**config.mk**
```make
export PLATFORM = sky130hd
export DESIGN_NAME = lphs_probe
export DESIGN_NICKNAME = d
export VERILOG_FILES = /design/src/rtl/lphs_pkg.sv /design/src/rtl/lphs_probe.sv
export SDC_FILE = /design/constraint.sdc
export NUM_CORES = 1
export LEC_CHECK = 0
export BUFFER_PORTS_ARGS = -buffer_cell sky130_fd_sc_hd__clkbuf_2
export CAP_MARGIN = 20
export CORE_UTILIZATION = 50
export CTS_BUF_LIST = sky130_fd_sc_hd__clkbuf_4
export DETAILED_ROUTE_END_ITERATION = 8
export PLACE_DENSITY = 0.8
export SETUP_SLACK_MARGIN = 0.02
export SYNTH_ARGS = -nofsm -noshare
export SYNTH_HDL_FRONTEND = slang
export SYNTH_SLANG_ARGS = --single-unit
```
**constraint.sdc**
```tcl
create_clock -name clk -period 6 [get_ports clk]
set_clock_uncertainty 0.05 [all_clocks]
set_input_delay 1.2 -clock clk [delete_from_list [all_inputs] [get_ports clk]]
set_output_delay 1.2 -clock clk [all_outputs]
set_load 0.005 [all_outputs]
```
**src/rtl/lphs_pkg.sv**
```systemverilog
`timescale 1ns / 1ps
`default_nettype none
// ----------------------------------------------------------------------------
// lphs_pkg
// Shared constants, codes and types of the linear-probe hash set unit.
// ----------------------------------------------------------------------------
package lphs_pkg;

    // Table geometry
    localparam int TABLE_DEPTH = 1024;
    localparam int ADDR_W      = $clog2(TABLE_DEPTH);
    localparam int KEY_WIDTH   = 64;

    // Port field widths
    localparam int KEY_IN_W    = 64;
    localparam int KIND_W      = 2;
    localparam int SHIFT_W     = 4;
    localparam int STATUS_W    = 3;
    localparam int SLOT_W      = 10;
    localparam int OUT_DATA_W  = ((SLOT_W + 7) / 8) * 8;

    localparam logic [SHIFT_W-1:0]  SHIFT_RESET = SHIFT_W'(3);
    localparam logic [KEY_IN_W-1:0] KEY_MASK    = {KEY_IN_W{1'b1}} >> (KEY_IN_W - KEY_WIDTH);

    // Operation codes
    localparam logic [KIND_W-1:0] KIND_INSERT = 2'd0;
    localparam logic [KIND_W-1:0] KIND_SEARCH = 2'd1;
    localparam logic [KIND_W-1:0] KIND_CLEAR  = 2'd2;

    // Result status codes
    localparam logic [STATUS_W-1:0] STAT_INSERTED = 3'd0;
    localparam logic [STATUS_W-1:0] STAT_PRESENT  = 3'd1;
    localparam logic [STATUS_W-1:0] STAT_FULL     = 3'd2;
    localparam logic [STATUS_W-1:0] STAT_FOUND    = 3'd3;
    localparam logic [STATUS_W-1:0] STAT_MISSING  = 3'd4;
    localparam logic [STATUS_W-1:0] STAT_ZERO     = 3'd5;
    localparam logic [STATUS_W-1:0] STAT_CLEARED  = 3'd6;

    // Sequencer states
    typedef enum logic [2:0] {
        S_INIT,
        S_IDLE,
        S_PROBE,
        S_CLEAR,
        S_REPLY
    } state_t;

    // Table port request
    typedef struct packed {
        logic                 en;
        logic                 we;
        logic [ADDR_W-1:0]    addr;
        logic [KEY_WIDTH-1:0] wdata;
    } mem_req_t;

    // One result word
    typedef struct packed {
        logic [STATUS_W-1:0] status;
        logic [SLOT_W-1:0]   slot;
    } result_t;

endpackage
`default_nettype wire

```
**src/rtl/lphs_probe.sv**
```systemverilog
`timescale 1ns / 1ps
`default_nettype none
// ----------------------------------------------------------------------------
// lphs_probe
// Probe sequencer: walks the table one slot per cycle from the home slot,
// stores on insert, runs the clearing sweep and holds the pending result.
// ----------------------------------------------------------------------------
module lphs_probe (
    input  logic                             clk,
    input  logic                             rst_n,
    input  logic                             in_valid,
    output logic                             in_ready,
    input  logic [lphs_pkg::KIND_W-1:0]      in_kind,
    input  logic [lphs_pkg::KEY_IN_W-1:0]    in_key,
    input  logic [lphs_pkg::SHIFT_W-1:0]     key_shift,
    output lphs_pkg::mem_req_t               mem_req,
    input  logic [lphs_pkg::KEY_WIDTH-1:0]   mem_rdata,
    output logic                             res_valid,
    input  logic                             res_ready,
    output lphs_pkg::result_t                res
);

    localparam int AW = lphs_pkg::ADDR_W;
    localparam int KW = lphs_pkg::KEY_WIDTH;

    lphs_pkg::state_t state_reg, state_next;

    logic [KW-1:0]                   key_reg, key_next;
    logic                            ins_reg, ins_next;
    logic [AW-1:0]                   addr_reg, addr_next;
    logic [AW-1:0]                   cnt_reg, cnt_next;
    logic [lphs_pkg::STATUS_W-1:0]   status_reg, status_next;
    logic [lphs_pkg::SLOT_W-1:0]     slot_reg, slot_next;

    logic [lphs_pkg::KEY_IN_W-1:0]   key_m;
    logic [AW-1:0]                   home;
    logic                            key_zero;
    logic                            is_clear;
    logic                            hit;
    logic                            empty;
    logic                            lap_end;
    logic                            cnt_last;

    // Incoming key and its home slot
    assign key_m    = in_key & lphs_pkg::KEY_MASK;
    assign home     = AW'(key_m >> key_shift);
    assign key_zero = (key_m == '0);
    assign is_clear = (in_kind == lphs_pkg::KIND_CLEAR);

    // Probe outcome on the slot read last cycle
    assign hit      = (mem_rdata == key_reg);
    assign empty    = (mem_rdata == '0);
    assign cnt_last = (cnt_reg == AW'(lphs_pkg::TABLE_DEPTH - 1));
    assign lap_end  = cnt_last;

    // State register
    always_ff @(posedge clk or negedge rst_n)
    begin
        if (!rst_n)
        begin
            state_reg <= lphs_pkg::S_INIT;
            cnt_reg   <= '0;
        end
        else
        begin
            state_reg <= state_next;
            cnt_reg   <= cnt_next;
        end
    end

    // Payload registers
    always_ff @(posedge clk)
    begin
        key_reg    <= key_next;
        ins_reg    <= ins_next;
        addr_reg   <= addr_next;
        status_reg <= status_next;
        slot_reg   <= slot_next;
    end

    // Next state
    always_comb
    begin
        state_next = state_reg;
        unique case (state_reg)
            lphs_pkg::S_INIT:
            begin
                if (cnt_last)
                begin
                    state_next = lphs_pkg::S_IDLE;
                end
            end
            lphs_pkg::S_IDLE:
            begin
                if (in_valid)
                begin
                    if (is_clear)
                    begin
                        state_next = lphs_pkg::S_CLEAR;
                    end
                    else if (key_zero)
                    begin
                        state_next = lphs_pkg::S_REPLY;
                    end
                    else
                    begin
                        state_next = lphs_pkg::S_PROBE;
                    end
                end
            end
            lphs_pkg::S_PROBE:
            begin
                if (hit || empty || lap_end)
                begin
                    state_next = lphs_pkg::S_REPLY;
                end
            end
            lphs_pkg::S_CLEAR:
            begin
                if (cnt_last)
                begin
                    state_next = lphs_pkg::S_REPLY;
                end
            end
            lphs_pkg::S_REPLY:
            begin
                if (res_ready)
                begin
                    state_next = lphs_pkg::S_IDLE;
                end
            end
            default:
            begin
                state_next = lphs_pkg::S_IDLE;
            end
        endcase
    end

    // Datapath next values
    always_comb
    begin
        key_next    = key_reg;
        ins_next    = ins_reg;
        addr_next   = addr_reg;
        cnt_next    = cnt_reg;
        status_next = status_reg;
        slot_next   = slot_reg;
        case (state_reg)
            lphs_pkg::S_INIT, lphs_pkg::S_CLEAR:
            begin
                cnt_next = cnt_reg + 1'b1;
            end
            lphs_pkg::S_IDLE:
            begin
                if (in_valid)
                begin
                    key_next    = key_m[KW-1:0];
                    ins_next    = (in_kind == lphs_pkg::KIND_INSERT);
                    addr_next   = home;
                    cnt_next    = '0;
                    slot_next   = '0;
                    status_next = is_clear ? lphs_pkg::STAT_CLEARED : lphs_pkg::STAT_ZERO;
                end
            end
            lphs_pkg::S_PROBE:
            begin
                if (hit)
                begin
                    status_next = ins_reg ? lphs_pkg::STAT_PRESENT : lphs_pkg::STAT_FOUND;
                    slot_next   = lphs_pkg::SLOT_W'(addr_reg);
                end
                else if (empty)
                begin
                    status_next = ins_reg ? lphs_pkg::STAT_INSERTED : lphs_pkg::STAT_MISSING;
                    slot_next   = ins_reg ? lphs_pkg::SLOT_W'(addr_reg) : '0;
                end
                else if (lap_end)
                begin
                    status_next = ins_reg ? lphs_pkg::STAT_FULL : lphs_pkg::STAT_MISSING;
                    slot_next   = '0;
                end
                else
                begin
                    addr_next = addr_reg + 1'b1;
                    cnt_next  = cnt_reg + 1'b1;
                end
            end
            default:
            begin
            end
        endcase
    end

    // Outputs: table port, handshakes
    always_comb
    begin
        mem_req   = '0;
        in_ready  = 1'b0;
        res_valid = 1'b0;
        unique case (state_reg)
            lphs_pkg::S_INIT, lphs_pkg::S_CLEAR:
            begin
                mem_req.en   = 1'b1;
                mem_req.we   = 1'b1;
                mem_req.addr = cnt_reg;
            end
            lphs_pkg::S_IDLE:
            begin
                in_ready     = 1'b1;
                mem_req.en   = in_valid && !is_clear && !key_zero;
                mem_req.addr = home;
            end
            lphs_pkg::S_PROBE:
            begin
                if (!hit && empty && ins_reg)
                begin
                    // store into the first empty slot
                    mem_req.en    = 1'b1;
                    mem_req.we    = 1'b1;
                    mem_req.addr  = addr_reg;
                    mem_req.wdata = key_reg;
                end
                else if (!hit && !empty && !lap_end)
                begin
                    // fetch the next slot, wrapping round
                    mem_req.en   = 1'b1;
                    mem_req.addr = addr_reg + 1'b1;
                end
            end
            lphs_pkg::S_REPLY:
            begin
                res_valid = 1'b1;
            end
            default:
            begin
            end
        endcase
    end

    assign res.status = status_reg;
    assign res.slot   = slot_reg;

endmodule
`default_nettype wire

```
==> results.sh, run 1 <==
export IMPL_critPathKind="in -> out"
export IMPL_clock_latency_ns=0.51
export IMPL_multi_input_area_mm2=0.003318
export IMPL_hpwl_um=17450
export IMPL_critPathRequiredTime_ns=4.75
export IMPL_reg2reg_depth=7
export IMPL_synth_top_area_cell="edfxtp_1"
export IMPL_met2WireLength_um=10030
export IMPL_nets=948
export IMPL_drt_wl_total_um=21500
export IMPL_rr_startpoint="key_reg[7]"
export IMPL_dr_first_iter_drc_count=550
export IMPL_largest_reg_flops=64
export IMPL_coreArea_mm2=0.01262
export IMPL_cts_htree_levels=3
export IMPL_dp_slack_ns=1.237
export IMPL_ys_ff_latch=101
export IMPL_cts_tree="done"
export IMPL_holdBufCountCts=0
export IMPL_grt_util_all_layers=0.3233
export IMPL_synth_flop_cell="edfxtp_1"
export IMPL_maxSlewViolCount=0
export IMPL_cts_sinks=101
export IMPL_max_cap_violations=0
export IMPL_status="complete, no violations"
export IMPL_wl_met3_um=1768
export IMPL_final_common_cell="clkbuf_2"
export IMPL_post_route_min_period_ns=4.777
export IMPL_clock_tree_root_cell="clkbuf_4"
export IMPL_synth_edf_count=88
export IMPL_wl_per_cell_um=21.83
export IMPL_cts_repair_resized=0
export IMPL_synth_area_top_cells="edfxtp_1, xnor2_1, and2_1"
export IMPL_layout_area_overhead_vs_synth_pct=20.55
export IMPL_dieArea_mm2=0.01340
export IMPL_cts_path_max_buffers=2
export IMPL_vdd_ir_drop_max_v=0.0002296
export IMPL_cts_buffers_inserted=9
export IMPL_tightest_slew_ns=1.161
export IMPL_cts_setup_buffers=0
export IMPL_grt_pass1_wl_um=31330
export IMPL_overflow=0
export IMPL_critical_path_max_fanout=75
export IMPL_wl_met1_um=9185
export IMPL_hold_class="in -> async"
export IMPL_fmax_mhz=209.3
export IMPL_syn_area_per_cell_um2=10.91
export IMPL_antenna_left=0
export IMPL_drc=0
export IMPL_fin_crit_sh=0.7962
export IMPL_clkTransAtPathRegs_ns=0.19
export IMPL_setup_tns_ns=0
export IMPL_synth_top_cell_area_share=0.4084
export IMPL_r2r_slack_ns=2.38
export IMPL_critPathLaunchType="input pin"
export IMPL_mappedNetlistArea_mm2=0.006471
export IMPL_place_gp_congestion=0.9761
export IMPL_io_pins=229
export IMPL_p_total_mw=2.399
export IMPL_dr_pass1_iters=5
export IMPL_p_per_area_mw_per_mm2=307.5
export IMPL_timing_final_ws_setup_ns=1.223
export IMPL_start_util=0.5128
export IMPL_synthCells=593
export IMPL_layout_common_cells="clkbuf_2, edfxtp_1, and2_1"
export IMPL_die_w_um=115.8
export IMPL_grt_pass1_vias=5438
export IMPL_rsz0062_at_grt="no"
export IMPL_viasPerCell=5.974
export IMPL_slew_headroom=0.2260
export IMPL_crit_path_end_kind="output port"
export IMPL_fill_cells=1126
export IMPL_hold_viol_final=0
export IMPL_drive_gt1_frac=0.3485
export IMPL_dr_total_vias=5884
export IMPL_syn_num_nets=733
export IMPL_yosysWarningCount=0
export IMPL_synth_cell_types=59
export IMPL_rows=41
export IMPL_die_h_um=115.8
export IMPL_grt_max_degree=76
export IMPL_top_layer="met5"
export IMPL_antenna_found_initial=0
export IMPL_numPortBuffers=228
export IMPL_setup_violations_final=0
export IMPL_ys_seq_area_frac=0.4586
export IMPL_arrival_ns=3.53
export IMPL_p_leak_nw=3.182
export IMPL_async_reset_ff_frac=0.1287
export IMPL_r2r_end="slot_reg[3]"
export IMPL_register_area_mm2=0.002968
[report_power, final]
part / switching, mW / total (mW) / internal [mW] / leakage [nW]
sequential: 0.188 / 1.19 / 0.999 / 0.991
combinational: 0.524 / 0.881 / 0.357 / 2.13
clock: 0.245 / 0.331 / 0.0865 / 0.0628
total: 0.957 / 2.40 / 1.44 / 3.18
[Yosys cell counts (2+ instances only)]
master,count
a211o_1,5
a211oi_2,2
a21o_1,2
a21oi_1,24
a221o_1,2
a22o_1,2
a31oi_1,8
and2_1,77
buf_2,7
buf_4,4
buf_6,2
clkbuf_1,6
clkbuf_2,5
clkinv_1,2
dfrtp_1,13
edfxtp_1,88
ha_1,2
inv_1,5
mux2_2,4
mux2i_1,17
mux4_1,3
mux4_2,14
nand2_1,39
nand2b_1,9
nand3_1,8
nand4_1,27
nor2_1,28
nor2b_1,7
nor3_1,4
nor4_1,33
nor4_2,4
o211ai_1,5
o21ai_0,31
o21bai_1,2
o31ai_1,4
or2_2,6
or3_1,5
xnor2_1,64
xor2_1,3
[through the flow]
stage / utilization / instance area [um2] / std cells / hold slack [ns]
5_1_grt: 0.6180 / 7799 / 984 / 0.5084
2_1_floorplan: - / 6471 / 593 / 0.4428
6_report: 0.6182 / 7801 / 985 / 0.4935
4_1_cts: 0.6180 / 7799 / 984 / 0.4937
3_5_place_dp: 0.6089 / 7684 / 969 / 0.4988
3_3_place_gp: 0.6089 / 7684 / 969 / 0.4879
[worst max-delay path: stages]
cell	delay (ns)
clkbuf_2	0.11
nor4_1	0.32
nand4_1	0.25
nor4_4	0.49
and4_4	0.72
and2_1	0.25
clkbuf_2	0.12
[layout make-up]
type / instances / share of cell area
multi-input combinational: 459 / 0.4253
timing repair buffer: 230 / 0.1482
antenna: 1 / 0.0003208
clock buffer: 9 / 0.008661
tap: 172 / 0.02759
inverter: 7 / 0.003368
clock inverter: 6 / 0.006095
sequential: 101 / 0.3804
[routing by layer]
| layer | vias up | GRT usage |
|---|---|---|
| met3 | 42 | 0.05596 |
| met2 | 335 | 0.5032 |
| li1 | 2662 | - |
| met4 | 2 | 0.1085 |
| met1 | 2843 | 0.4592 |
| met5 | - | 0 |
[worst max path at each step]
stage	slack, ns	cells past startpoint	to	start
floorplan	1.47	6	mem_req[75]	in_valid
global placement	1.24	8	mem_req[73]	mem_rdata[7]
detailed placement	1.24	8	mem_req[73]	mem_rdata[29]
CTS	1.22	8	mem_req[73]	mem_rdata[16]
global route	1.03	8	mem_req[71]	mem_rdata[16]
finish	1.22	7	mem_req[32]	mem_rdata[16]
[logic make-up after synthesis]
| logic type | synth area share |
|---|---|
| buf+inv | 0.02861 |
| xor+xnor | 0.09068 |
| mux | 0.09822 |
| simple gates | 0.2258 |
| compound gates | 0.09416 |
| flops | 0.4586 |
| fa+ha+maj | 0.003866 |
Power figures use the tool's default switching activity.
==> inputs of run 2 (changes only) <==
--- a/config.mk
+++ b/config.mk
@@ -7,10 +7,10 @@
 export LEC_CHECK = 0
 export BUFFER_PORTS_ARGS = -buffer_cell sky130_fd_sc_hd__clkbuf_2
 export CAP_MARGIN = 20
-export CORE_UTILIZATION = 50
+export CORE_UTILIZATION = 47
 export CTS_BUF_LIST = sky130_fd_sc_hd__clkbuf_4
 export DETAILED_ROUTE_END_ITERATION = 8
-export PLACE_DENSITY = 0.8
+export PLACE_DENSITY = 0.79
 export SETUP_SLACK_MARGIN = 0.02
 export SYNTH_ARGS = -nofsm -noshare
 export SYNTH_HDL_FRONTEND = slang
==> constraint.sdc (replaced) <==
create_clock -name clk -period 4.23 [get_ports clk]
set_clock_uncertainty 0.05 [all_clocks]
set_input_delay 0.846 -clock clk [delete_from_list [all_inputs] [get_ports clk]]
set_output_delay 0.846 -clock clk [all_outputs]
set_load 0.005 [all_outputs]
==> run 2 against run 1 <==
Die area up 6.3%. Design area rose by 1.2%. Non-clock buffer count increased by 7. Critical path type unchanged.
==> results.sh, run 2 (synthesis gave the netlist of run 1 again) <==
export IMPL_status="complete, no violations"
export IMPL_io_pins=229
export IMPL_cts_sinks=101
export IMPL_largest_reg_flops=64
export IMPL_tightest_slew_ns=1.098
export IMPL_start_util=0.4848
export IMPL_viasPerCell=5.863
export IMPL_dr_first_iter_drc_count=670
export IMPL_final_cells=997
export IMPL_antenna_found_initial=1
export IMPL_hold_class="in -> async"
export IMPL_layout_common_cells="clkbuf_2, edfxtp_1, and2_1"
export IMPL_critPathLaunchType="input pin"
export IMPL_holdBufCountCts=0
export IMPL_crit_path_end_kind="output port"
export IMPL_nets=955
export IMPL_clock_latency_ns=0.50
export IMPL_fin_crit_sh=0.9460
export IMPL_max_cap_violations=0
export IMPL_drt_wl_total_um=21030
export IMPL_numPortBuffers=228
export IMPL_cts_repair_resized=0
export IMPL_cts_path_max_buffers=2
export IMPL_cts_setup_buffers=0
export IMPL_clock_tree_root_cell="clkbuf_4"
export IMPL_dp_cells=980
export IMPL_wl_per_cell_um=21.09
export IMPL_layout_area_overhead_vs_synth_pct=21.98
export IMPL_dieArea_mm2=0.01424
export IMPL_fmax_mhz=249.9
export IMPL_dr_pass1_iters=5
export IMPL_clkTransAtPathRegs_ns=0.16
export IMPL_fill_cells=1185
export IMPL_rsz0062_at_grt="no"
export IMPL_hpwl_um=16920
export IMPL_dr_total_vias=5845
export IMPL_hold_viol_final=0
export IMPL_vdd_ir_drop_max_v=0.0002423
export IMPL_final_util=0.5914
export IMPL_die_h_um=119.3
export IMPL_setup_violations_final=0
export IMPL_cts_buffers_inserted=9
export IMPL_slew_headroom=0.2679
export IMPL_die_w_um=119.3
export IMPL_cts_htree_levels=3
export IMPL_antenna_left=0
export IMPL_critPathRequiredTime_ns=3.33
export IMPL_cts_tree="done"
export IMPL_grt_pass1_wl_um=31190
export IMPL_critPathKind="in -> out"
export IMPL_grt_util_all_layers=0.2956
export IMPL_grt_pass1_vias=5329
export IMPL_coreArea_mm2=0.01335
export IMPL_drc=0
export IMPL_arrival_ns=3.11
export IMPL_drive_gt1_frac=0.3537
export IMPL_final_common_cell="clkbuf_2"
export IMPL_critical_path_max_fanout=64
export IMPL_maxSlewViolCount=0
export IMPL_overflow=0
export IMPL_grt_max_degree=72
export IMPL_post_route_min_period_ns=4.002
export IMPL_rows=42
export IMPL_setup_tns_ns=0
export IMPL_place_gp_congestion=1.004
export IMPL_p_leak_nw=3.234
export IMPL_p_per_area_mw_per_mm2=439.6
run 2: final cells by class:
cell class	count	area (um2)	share of cell area
Clock buffer	10	75.07	0.009510
Multi-Input combinational cell	459	3318	0.4204
Antenna cell	1	2.502	0.0003170
Sequential cell	101	2968	0.3760
Inverter	7	26.28	0.003329
Clock inverter	6	62.56	0.007925
Tap cell	176	220.2	0.02790
Timing Repair Buffer	237	1221	0.1547
run 2: worst paths after layout:
path	slack, ns	start	cells after the start	end
max	0.23	mem_rdata[14]	8	mem_req[22]
min	0.15	rst_n	1	state_reg[2]
max reg2reg	1.24	state_reg[0]	5	key_reg[53]
min reg2reg	0.51	cnt_reg[0]	1	cnt_reg[0]
max in group asynchronous	3.72	rst_n	1	cnt_reg[9]
min in group clk	0.48	in_key[42]	1	key_reg[42]
run 2: report_power, final:
part           switching (mW)  internal (mW)
sequential              0.263           1.42
clock                   0.343          0.187
combinational           0.750          0.513
total                    1.36           2.11
run 2: worst max-delay path: stages:
cell and delay [ns]:
clkbuf_2 0.10, nor4_1 0.38, nand4_1 0.31, nor4_4 0.46
and4_4 0.39, buf_12 0.23, and2_1 0.20, clkbuf_2 0.12
run 2: metrics by stage:
step	hold slack [ns]	setup slack, ns	power [mW]	instance area, um2
final	0.1508	0.2282	3.470	7894
after floorplan	0.4428	0.4056	2.412	6471
after global routing	0.1621	0.1123	3.638	7894
after detailed placement	0.4792	0.3221	2.934	7754
after global placement	0.4830	0.3223	2.927	7754
after CTS	0.1625	0.3140	3.451	7891
run 2: routing by layer:
layer,share of wire,vias up,GRT usage
met5,0,-,0
met4,0.028,0,0.1000
met1,0.42,2787,0.4145
li1,-,2668,-
met2,0.46,349,0.4506
met3,0.095,41,0.06849
==> inputs of run 3 (changes only) <==
--- a/config.mk
+++ b/config.mk
@@ -6,10 +6,10 @@
 export NUM_CORES = 1
 export LEC_CHECK = 0
 export BUFFER_PORTS_ARGS = -buffer_cell sky130_fd_sc_hd__clkbuf_2
-export CAP_MARGIN = 20
 export CORE_UTILIZATION = 47
 export CTS_BUF_LIST = sky130_fd_sc_hd__clkbuf_4
 export DETAILED_ROUTE_END_ITERATION = 8
+export GPL_TIMING_DRIVEN = 0
 export PLACE_DENSITY = 0.79
 export SETUP_SLACK_MARGIN = 0.02
 export SYNTH_ARGS = -nofsm -noshare
==> run 3 against run 2 <==
Hold slack improved by 0.017 ns. Power rose by 0.86%. Sequential share of layout area decreased by 0.40 points. Via count rose by 3.7%. Routed wire length rose by 2.4%. Sequential power down 4%. Largest power group unchanged.
==> results.sh, run 3 (synthesis gave the netlist of run 1 again) <==
export IMPL_grt_pass1_vias=5412
export IMPL_wl_per_cell_um=21.28
export IMPL_drt_wl_total_um=21540
export IMPL_rsz0062_at_grt="no"
export IMPL_start_util=0.4848
export IMPL_dr_total_vias=6063
export IMPL_crit_path_end_kind="output port"
export IMPL_cp_common_cell="clkbuf_2"
export IMPL_cts_repair_resized=0
export IMPL_clock_tree_root_cell="clkbuf_4"
export IMPL_grt_util_all_layers=0.3003
export IMPL_clock_latency_ns=0.49
export IMPL_holdWs_ns=0.1677
export IMPL_tightest_slew_ns=1.105
export IMPL_drive_gt1_frac=0.3593
export IMPL_dr_first_iter_drc_count=812
export IMPL_post_route_min_period_ns=3.985
export IMPL_overflow=0
export IMPL_p_total_mw=3.500
export IMPL_clkTransAtPathRegs_ns=0.16
export IMPL_cts_buffers_inserted=9
export IMPL_cp_cell_sequence="clkbuf_2 -> nor4_1 -> nand4_1 -> nor4_4 -> and4_4 -> buf_6 -> clkbuf_2 -> and2_1 -> clkbuf_2"
export IMPL_final_util=0.5978
export IMPL_fill_cells=1165
export IMPL_drc=0
export IMPL_cts_htree_levels=3
export IMPL_grt_pass1_wl_um=31420
export IMPL_final_cells=1012
export IMPL_cts_path_max_buffers=2
export IMPL_dp_cells=995
export IMPL_critical_path_max_fanout=10
export IMPL_antenna_found_initial=1
export IMPL_coreArea_mm2=0.01335
export IMPL_startpoint="mem_rdata[1]"
export IMPL_slowest_stage="nor4_4"
export IMPL_critPathRequiredTime_ns=3.33
export IMPL_cts_sinks=101
export IMPL_finalInstanceArea_mm2=0.007979
export IMPL_fin_crit_sh=0.9421
export IMPL_grt_max_degree=47
export IMPL_slew_headroom=0.2608
export IMPL_die_w_um=119.3
export IMPL_layout_common_cells="clkbuf_2, edfxtp_1, and2_1"
export IMPL_antenna_left=0
export IMPL_critPathTopFamily="simple AND/OR/NAND/NOR gates"
export IMPL_cts_tree="done"
export IMPL_dr_pass1_iters=5
export IMPL_critPathKind="in -> out"
export IMPL_holdBufCountCts=0
export IMPL_critPathBufInv=4
export IMPL_hold_class="in -> async"
export IMPL_fmax_mhz=250.9
export IMPL_max_cap_violations=0
export IMPL_p_per_area_mw_per_mm2=438.7
export IMPL_vdd_ir_drop_max_v=0.0001998
export IMPL_rows=42
export IMPL_dieArea_mm2=0.01424
export IMPL_nets=970
export IMPL_final_common_cell="clkbuf_2"
export IMPL_max_stage_delay_ns=0.53
export IMPL_placed_area_mm2=0.007839
export IMPL_hpwl_um=17480
export IMPL_largest_reg_flops=64
export IMPL_numPortBuffers=225
export IMPL_die_h_um=119.3
export IMPL_place_gp_congestion=0.9738
export IMPL_hold_viol_final=0
export IMPL_maxSlewViolCount=0
export IMPL_rr_startpoint="key_reg[55]"
export IMPL_critPathLaunchType="input pin"
export IMPL_setup_violations_final=0
export IMPL_io_pins=229
export IMPL_p_leak_nw=3.287
export IMPL_layout_area_overhead_vs_synth_pct=23.30
export IMPL_viasPerCell=5.991
export IMPL_status="complete, no violations"
export IMPL_cts_setup_buffers=0
export IMPL_arrival_ns=3.09
[run 3: cell types whose count changed in the layout (fill, tap and decap cells not counted), moves of 2 or more]
| cell | change |
|---|---|
| clkbuf_1 | +5 |
| buf_2 | +7 |
| clkbuf_2 | +3 |
| buf_4 | -4 |
| clkinv_2 | +2 |
| buf_6 | +2 |
[run 3: metrics by stage]
stage	setup TNS [ns]	worst slack, ns
detailed placement	0	0.1415
CTS	0	0.1275
global route	0	0.04403
finish	0	0.2448
global placement	-1.804	-0.8127
floorplan	0	0.4056
[run 3: final timing paths]
kind                            depth (start not counted)  slack (ns)            end
worst max-delay path                                    9        0.24     mem_req[7]
max in group asynchronous                               1        3.70     cnt_reg[1]
worst max register to register                          8        0.85  status_reg[2]
worst min register to register                          1        0.49     cnt_reg[0]
worst min-delay path                                    1        0.17   state_reg[2]
min in group clk                                        1        0.48    key_reg[49]
[run 3: layer usage]
| layer | global-route usage | part of all wire | routed length (um) |
|---|---|---|---|
| met5 | 0 | 0 | 0 |
| met2 | 0.4506 | 0.45 | 9657 |
| met3 | 0.04358 | 0.095 | 2049 |
| met1 | 0.4365 | 0.42 | 9132 |
| met4 | 0.1219 | 0.032 | 699 |
[run 3: where the power goes]
group          internal (mW)  switching [mW]
Clock                  0.186           0.343
Sequential              1.41           0.207
Combinational          0.537           0.813
Total                   2.14            1.36
[run 3: area by class of cell]
class,instances,area (um2),share of cell area
buffer,26,160.2,0.02007
clock inverter,6,61.31,0.007684
timing repair buffer,226,1146,0.1436
clock buffer,10,75.07,0.009409
inverter,7,27.53,0.003450
antenna,1,2.502,0.0003136
sequential,101,2968,0.3720
tap,176,220.2,0.02760
multi-input combinational,459,3318,0.4159
[run 3: worst reg2reg max path: stages, from the launching register on]
cell and delay [ns]:
edfxtp_1 0.44, xnor2_1 0.27, nand4_1 0.15, nor4_2 0.31, nand4_2 0.35, a21oi_1 0.33
buf_4 0.21, a21oi_1 0.06, nor2_1 0.84
